--- src/sv/sme_pkg.sv ---
package sme_pkg;

	// Default sizes of the word memory and of the program store.
	localparam int MEM_WORDS_DEF  = 4096;
	localparam int PROG_DEPTH_DEF = 1024;

	// Instruction codes.
	localparam logic [6:0] OP_POP   = 7'd0;
	localparam logic [6:0] OP_IPOP  = 7'd1;
	localparam logic [6:0] OP_PUSH  = 7'd2;
	localparam logic [6:0] OP_IPUSH = 7'd3;
	localparam logic [6:0] OP_PUSHI = 7'd4;
	localparam logic [6:0] OP_JMP   = 7'd5;
	localparam logic [6:0] OP_JNZ   = 7'd6;
	localparam logic [6:0] OP_CALL  = 7'd7;
	localparam logic [6:0] OP_RET   = 7'd8;
	localparam logic [6:0] OP_READ  = 7'd9;
	localparam logic [6:0] OP_WRITE = 7'd10;
	localparam logic [6:0] OP_ALU   = 7'd11;
	localparam logic [6:0] OP_RND   = 7'd12;
	localparam logic [6:0] OP_DUP   = 7'd13;
	localparam logic [6:0] OP_NOP   = 7'd98;
	localparam logic [6:0] OP_HALT  = 7'd99;

	// ALU operation codes carried in the operand.
	localparam logic [3:0] ALU_EQ  = 4'd0;
	localparam logic [3:0] ALU_NE  = 4'd1;
	localparam logic [3:0] ALU_GE  = 4'd2;
	localparam logic [3:0] ALU_LE  = 4'd3;
	localparam logic [3:0] ALU_GT  = 4'd4;
	localparam logic [3:0] ALU_LT  = 4'd5;
	localparam logic [3:0] ALU_OR  = 4'd6;
	localparam logic [3:0] ALU_XOR = 4'd7;
	localparam logic [3:0] ALU_AND = 4'd8;
	localparam logic [3:0] ALU_NOT = 4'd9;
	localparam logic [3:0] ALU_ADD = 4'd10;
	localparam logic [3:0] ALU_SUB = 4'd11;
	localparam logic [3:0] ALU_MUL = 4'd12;
	localparam logic [3:0] ALU_DIV = 4'd13;
	localparam logic [3:0] ALU_MOD = 4'd14;
	localparam logic [3:0] ALU_NEG = 4'd15;

	// Status codes reported with every result item.
	typedef enum logic [2:0] {
		STAT_OK    = 3'd0,
		STAT_HALT  = 3'd1,
		STAT_EMPTY = 3'd2,
		STAT_FULL  = 3'd3,
		STAT_ADDR  = 3'd4,
		STAT_DIV0  = 3'd5,
		STAT_OPC   = 3'd6
	} status_t;

	// Controller states.
	typedef enum logic [2:0] {
		S_CLEAR,
		S_IDLE,
		S_RDA,
		S_RDB,
		S_CAPB,
		S_DIV,
		S_EXEC
	} fsm_t;

	typedef struct packed {
		logic [6:0]         instr_opcode;
		logic signed [15:0] instr_operand;
		logic signed [15:0] read_value;
		logic [14:0]        random_value;
	} instr_t;

	typedef struct packed {
		logic [15:0]        next_pc;
		logic [2:0]         status;
		logic               write_valid;
		logic signed [15:0] write_value;
		logic               finished;
	} result_t;

	// Commands from the controller to the datapath.
	typedef struct packed {
		logic clear;
		logic load;
		logic rd_b;
		logic cap_b;
		logic div_go;
		logic exec;
	} ctrl_cmd_t;

	// Status from the datapath to the controller.
	typedef struct packed {
		logic clear_last;
		logic div_need;
		logic div_busy;
	} dp_stat_t;

endpackage

--- src/sv/sme_ctrl.sv ---
module sme_ctrl import sme_pkg::*; (
	input  logic       clk,
	input  logic       arst_n,
	input  logic       in_valid,
	output logic       in_stall,
	output logic       out_valid,
	input  logic       out_stall,
	input  dp_stat_t   stat,
	output ctrl_cmd_t  cmd
);

	fsm_t state_q, state_n;
	logic out_valid_q;
	logic fire;

	// An instruction retires once the output register is free or being taken.
	assign fire = (state_q == S_EXEC) && (!out_valid_q || !out_stall);

	always_ff @(posedge clk or negedge arst_n) begin
		if (!arst_n) begin
			state_q     <= S_CLEAR;
			out_valid_q <= 1'b0;
		end else begin
			state_q <= state_n;
			if (fire) begin
				out_valid_q <= 1'b1;
			end else if (!out_stall) begin
				out_valid_q <= 1'b0;
			end
		end
	end

	// Next state.
	always_comb begin
		state_n = state_q;
		unique case (state_q)
			S_CLEAR: if (stat.clear_last) state_n = S_IDLE;
			S_IDLE:  if (in_valid) state_n = S_RDA;
			S_RDA:   state_n = S_RDB;
			S_RDB:   state_n = S_CAPB;
			S_CAPB:  state_n = stat.div_need ? S_DIV : S_EXEC;
			S_DIV:   if (!stat.div_busy) state_n = S_EXEC;
			S_EXEC:  if (fire) state_n = S_IDLE;
			default: state_n = S_IDLE;
		endcase
	end

	// Command outputs.
	always_comb begin
		cmd = '0;
		unique case (state_q)
			S_CLEAR: cmd.clear = 1'b1;
			S_IDLE:  cmd.load = in_valid;
			S_RDA:   cmd.load = 1'b0;
			S_RDB:   cmd.rd_b = 1'b1;
			S_CAPB: begin
				cmd.cap_b  = 1'b1;
				cmd.div_go = stat.div_need;
			end
			S_DIV:   cmd.exec = 1'b0;
			S_EXEC:  cmd.exec = fire;
			default: cmd = '0;
		endcase
	end

	assign in_stall  = (state_q != S_IDLE);
	assign out_valid = out_valid_q;

endmodule

--- config.mk ---
export PLATFORM = sky130hd
export DESIGN_NAME = sme_ctrl
export DESIGN_NICKNAME = d
export VERILOG_FILES = /design/src/sv/sme_pkg.sv /design/src/sv/sme_ctrl.sv
export SDC_FILE = /design/constraint.sdc
export NUM_CORES = 1
export LEC_CHECK = 0
export ABC_AREA = 1
export ABC_CLOCK_PERIOD_IN_PS = 1200
export CAP_MARGIN = 20
export CELL_PAD_IN_SITES_DETAIL_PLACEMENT = 1
export CELL_PAD_IN_SITES_GLOBAL_PLACEMENT = 1
export CORE_AREA = 2 2 39 41
export CTS_CLUSTER_SIZE = 25
export DETAILED_ROUTE_END_ITERATION = 16
export DIE_AREA = 0 0 41 43
export DONT_BUFFER_PORTS = 1
export GPL_TIMING_DRIVEN = 1
export PLACE_DENSITY_LB_ADDON = 0.1
export SLEW_MARGIN = 20
export SYNTH_ARGS = -nofsm -noshare
export SYNTH_HDL_FRONTEND = slang
export SYNTH_SLANG_ARGS = --single-unit
--- constraint.sdc ---
create_clock -name clk -period 1.2 [get_ports clk]
set_clock_uncertainty 0.05 [all_clocks]
set_input_delay 0.3 -clock clk [delete_from_list [all_inputs] [get_ports clk]]
set_output_delay 0.3 -clock clk [all_outputs]
set_load 0.01 [all_outputs]
# Word level (Yosys, flattened, before mapping)
# Cells that the tools add are included.
word_totals:
  output_inout_bits: 8
  ff_bits: 4
  word_cells: 33
op_classes:
  muxes: 13
  eq_ne: 12
  reduce_logical: 6
ops:
  columns: ["op", "n"]
  rows:
  - ["case mux 3 bit (7 select lines)", 1]
  - ["two-way mux 3 bit", 4]
  - ["== test 3 bit (second input constant)", 3]
  - ["!= test 2 bit (second input constant)", 4]
  - ["== test 3 x 2 -> 1 bit (second input constant)", 2]
  - ["two-way mux 1 bit", 6]
  - ["two-way mux 2 bit", 2]
  - ["AND reduction 4 bit", 1]
  - ["== test 3 x 1 -> 1 bit (second input constant)", 1]
  - ["logical NOT 3 bit", 1]
  - ["!= test 3 x 1 -> 1 bit (second input constant)", 1]
  - ["logical NOT 1 bit", 2]
  - ["!= test 2 x 1 -> 1 bit (second input constant)", 1]
  - ["logical AND 1 bit", 1]
  - ["logical OR 1 bit", 1]

# Logic depth before layout (Yosys ltp)
depth:
  ltp_word: 5
  depth_mapped: 8
  ltp_nobuf: 7

# Worst setup path after synthesis
# OpenSTA, ideal clock, no wires.
synth_timing:
  path_kind: "register to output"
  from: "reg state_q[2]"
  to: "out cmd[4] in the netlist's numbering"
  slack_ps: -44
  stages_incl_launch_ff: 5
  arrival_time_ps: 894
  n_path_buf: 1
  path_cell_list: "dfrtp_1 > buf_6 > inv_1 > nand3_2 > nor2_1"
synth_rtl:
  columns: ["item", "line_no", "rtl"]
  rows:
  - ["start: declaration", "sme_ctrl.sv:12", "fsm_t state_q, state_n;"]
  - ["start signal: assignment", "sme_ctrl.sv:24", "state_q <= state_n;"]
  - ["end: declaration", "sme_ctrl.sv:9", "output ctrl_cmd_t cmd"]

# Worst setup path in the final report
layout_timing:
  from: "reg state_q[1]"
  to: "out in_stall"
layout_via:
  elab_chain_len: 1
layout_lines:
  columns: ["item", "line_no", "rtl"]
  rows:
  - ["!= test 3 x 1 -> 1 bit", "sme_ctrl.sv:66", "assign in_stall = (state_q != S_IDLE);"]
  - ["end: declaration", "sme_ctrl.sv:5", "output logic in_stall,"]
# Every way passes these cells.

==> flow_summary_export.csv <==
group,metric,value,unit
timing,finalHoldViolations,0,
floorplanning,die-area,0.00176,sq mm
cts,clk_pin_slew,0.04,ns
timing,slew_headroom,0.845,
timing,min_period_over_period,1.18,
layout,stdcell_area,563,sq um
worst_setup_path,worstSetupPathType,"register to primary output",
timing,fin_ws,-0.213,ns
routing,avgViaCountPerCell,4.51,
synth,syn_area,324,sq um
floorplanning,start_util,0.234,
routing,drt_iter0_markers,3,
timing,worst_pin_slew,0.230,ns
place,pre_cts_slack,-0.0787,ns
power_and_ir_drop,p_sw,707,uW
layout,mostFrequentLayoutCells,"nand2_1, buf_4, inv_1",
floorplanning,io_pins,15,
worst_setup_path,rrSetupSlack,-0.08,ns
worst_setup_path,cp_slowest_cell,"dfrtp_2",
worst_setup_path,crit_chain,"inv_2, nand3_4, buf_6",
global_routing,grt-ovfl-total,0,
synth,ys_types,15,
timing,grt_setup_unrepaired,"yes",
power_and_ir_drop,switching_share,0.464,
routing,drc,0,
worst_setup_path,cp-end-kind,"primary output",
worst_hold_path,hold_path_class,"primary input to register",
power_and_ir_drop,clkPwrFrac,0.113,
synth,synth_cells,53,
worst_setup_path,start_kind,"register",
cts,cts_made_buffers,3,
timing,final-setup-viol-count,10,
power_and_ir_drop,seqPwrFrac,0.198,
routing,wl_per_cell,13.0,microns
synth,yosys_warnings,0,
place,portBuffers,0,
run_status,violations,"negative setup slack",
routing,ant_nets,0,
synth,synthesis.nets,60,
timing,fmax,708,MHz
worst_setup_path,cp.required,0.85,ns
power_and_ir_drop,pwr-share-comb,0.689,
power_and_ir_drop,leakage,0.000288,uW
global_routing,grt_pass1_wl,1620,microns
floorplanning,die_w,41,microns
global_routing,grt_use_total,0.138,
routing,wirelength,1120,microns
cts,clk-insertion-delay-late,0.24,ns
cts,ctsLongestPathBuffers,2,
synth,ys_ff_latch,4,
floorplanning,die_h,43,microns
power_and_ir_drop,power.total,1520,uW
layout,n_antenna_cell,0,
layout,area_growth,73.7,%
power_and_ir_drop,cell_internal_pwr,816,uW
cts,cts_sinks,4,
layout,final_layout_size_suffix_gt1_frac,0.586,
flow_run,max_cap_viol_count,0,
place,place_hpwl,788,microns
worst_setup_path,worst-path-max-fanout,5,
cts,cts_root_buf,"clkbuf_4",
place,placedInstanceArea,423,sq um
place,gp_congestion,0.721,
global_routing,grt_max_degree,7,
worst_setup_path,max_stage_delay,0.44,ns
timing,period_minus_slack,1.41,ns
synth,syn_area_per_cell,6.11,sq um
floorplanning,core-area,0.00138,sq mm
power_and_ir_drop,powerDensity,2710,mW/mm^2
global_routing,grt_pass1_vias,387,
global_routing,antenna_found_initial,0,
timing,finalMaxSlewViolations,0,
power_and_ir_drop,max-vdd-ir-drop,0.000748,V
layout,nNetsFinal,79,
cts,tritoncts,"built",
routing,first_pass_iters,4,
run_status,status,"finished with violations",
cts,htreeDepth,1,
floorplanning,rows,14,
worst_setup_path,arrival,1.06,ns
routing,num_vias,388,
synth,synth_seq_area_share,0.309,
what timing repair did:
item                                   in CTS  in global routing
endpoints found under the hold margin       4                  0
pin swaps                                   6                  2
hold buffers                                1                  0
gates resized for setup                    18                  9
cloned                                      0                  0
buffers inserted                            3                  2
setup endpoints to repair                  10                 10
cell type report:
type                    count  area (sq um)
clock buffers               3          22.5
fillers                   181           821
inverters                  11          43.8
multi-input cells          36           239
flip-flops and latches      4           104
well taps                  16          20.0
repair buffers             16           134
synthesized netlist by cell type (all sizes together):
library cell	number	area, sq um
nand2	14	52.6
nor2	9	36.3
nor3	2	15.0
a21oi	2	10.0
dfrtp	4	100
buf	2	18.8
o21ai	3	15.0
nand3	6	35.0
inv	11	41.3
power groups by stage:
| stage | Clock [uW] | Sequential (uW) | Combinational (uW) |
|---|---|---|---|
| after floorplan | 0 | 258 | 466 |
| after global placement | 0 | 268 | 761 |
| after detailed placement | 0 | 271 | 777 |
| after CTS | 177 | 283 | 958 |
| after global routing | 189 | 311 | 1140 |
| final | 173 | 301 | 1050 |
through the flow:
stage / hold WS (ns) / TNS, ns / util / cells
after floorplan: -0.0456 / 0 / - / 53
after global placement: -0.0455 / -0.144 / 0.306 / 78
after detailed placement: -0.0455 / -0.295 / 0.306 / 78
after CTS: 0.193 / -1.65 / 0.381 / 84
after global routing: 0.214 / -2.01 / 0.407 / 86
final: 0.199 / -1.48 / 0.407 / 86
per-layer routing:
layer  GRT usage  vias up  routed length, microns
met3      0.0471        0                      27
met1       0.163      184                     467
met4      0.0400        0                       0
li1            -      197                       -
met2       0.225        7                     623
met5           0        -                       0
kinds of logic (layout without fill, tap and decap cells):
family / after synthesis / count (layout) / share of synthesized area
compound gates: 5 / 5 / 0.0772
buf+inv: 13 / 30 / 0.185
flops: 4 / 4 / 0.309
simple gates: 31 / 31 / 0.429
critical path: cells and delay by family, from the launching register on:
family	cells	cell delay, ns
buffers and inverters	2	0.27
flip-flops	1	0.44
AND/OR/NAND/NOR	1	0.12
flip-flops by register name, indices dropped and copies added, names as in the netlist:
| signal | cells |
|---|---|
| out_valid | 1 |
| state_q | 3 |
final timing paths:
path                                         from                      to  cells past startpoint
hold / removal                          out_stall   out_valid$_DFFE_PN0P_                      2
setup / recovery           state_q[1]$_DFFE_PN0P_                in_stall                      3
max in group asynchronous                  arst_n  state_q[0]$_DFFE_PN0P_                      1
hold reg to reg             out_valid$_DFFE_PN0P_   out_valid$_DFFE_PN0P_                      2
setup reg to reg           state_q[1]$_DFFE_PN0P_  state_q[0]$_DFFE_PN0P_                      7
min in group asynchronous                  arst_n   out_valid$_DFFE_PN0P_                      1
Power figures use the tool's default switching activity.
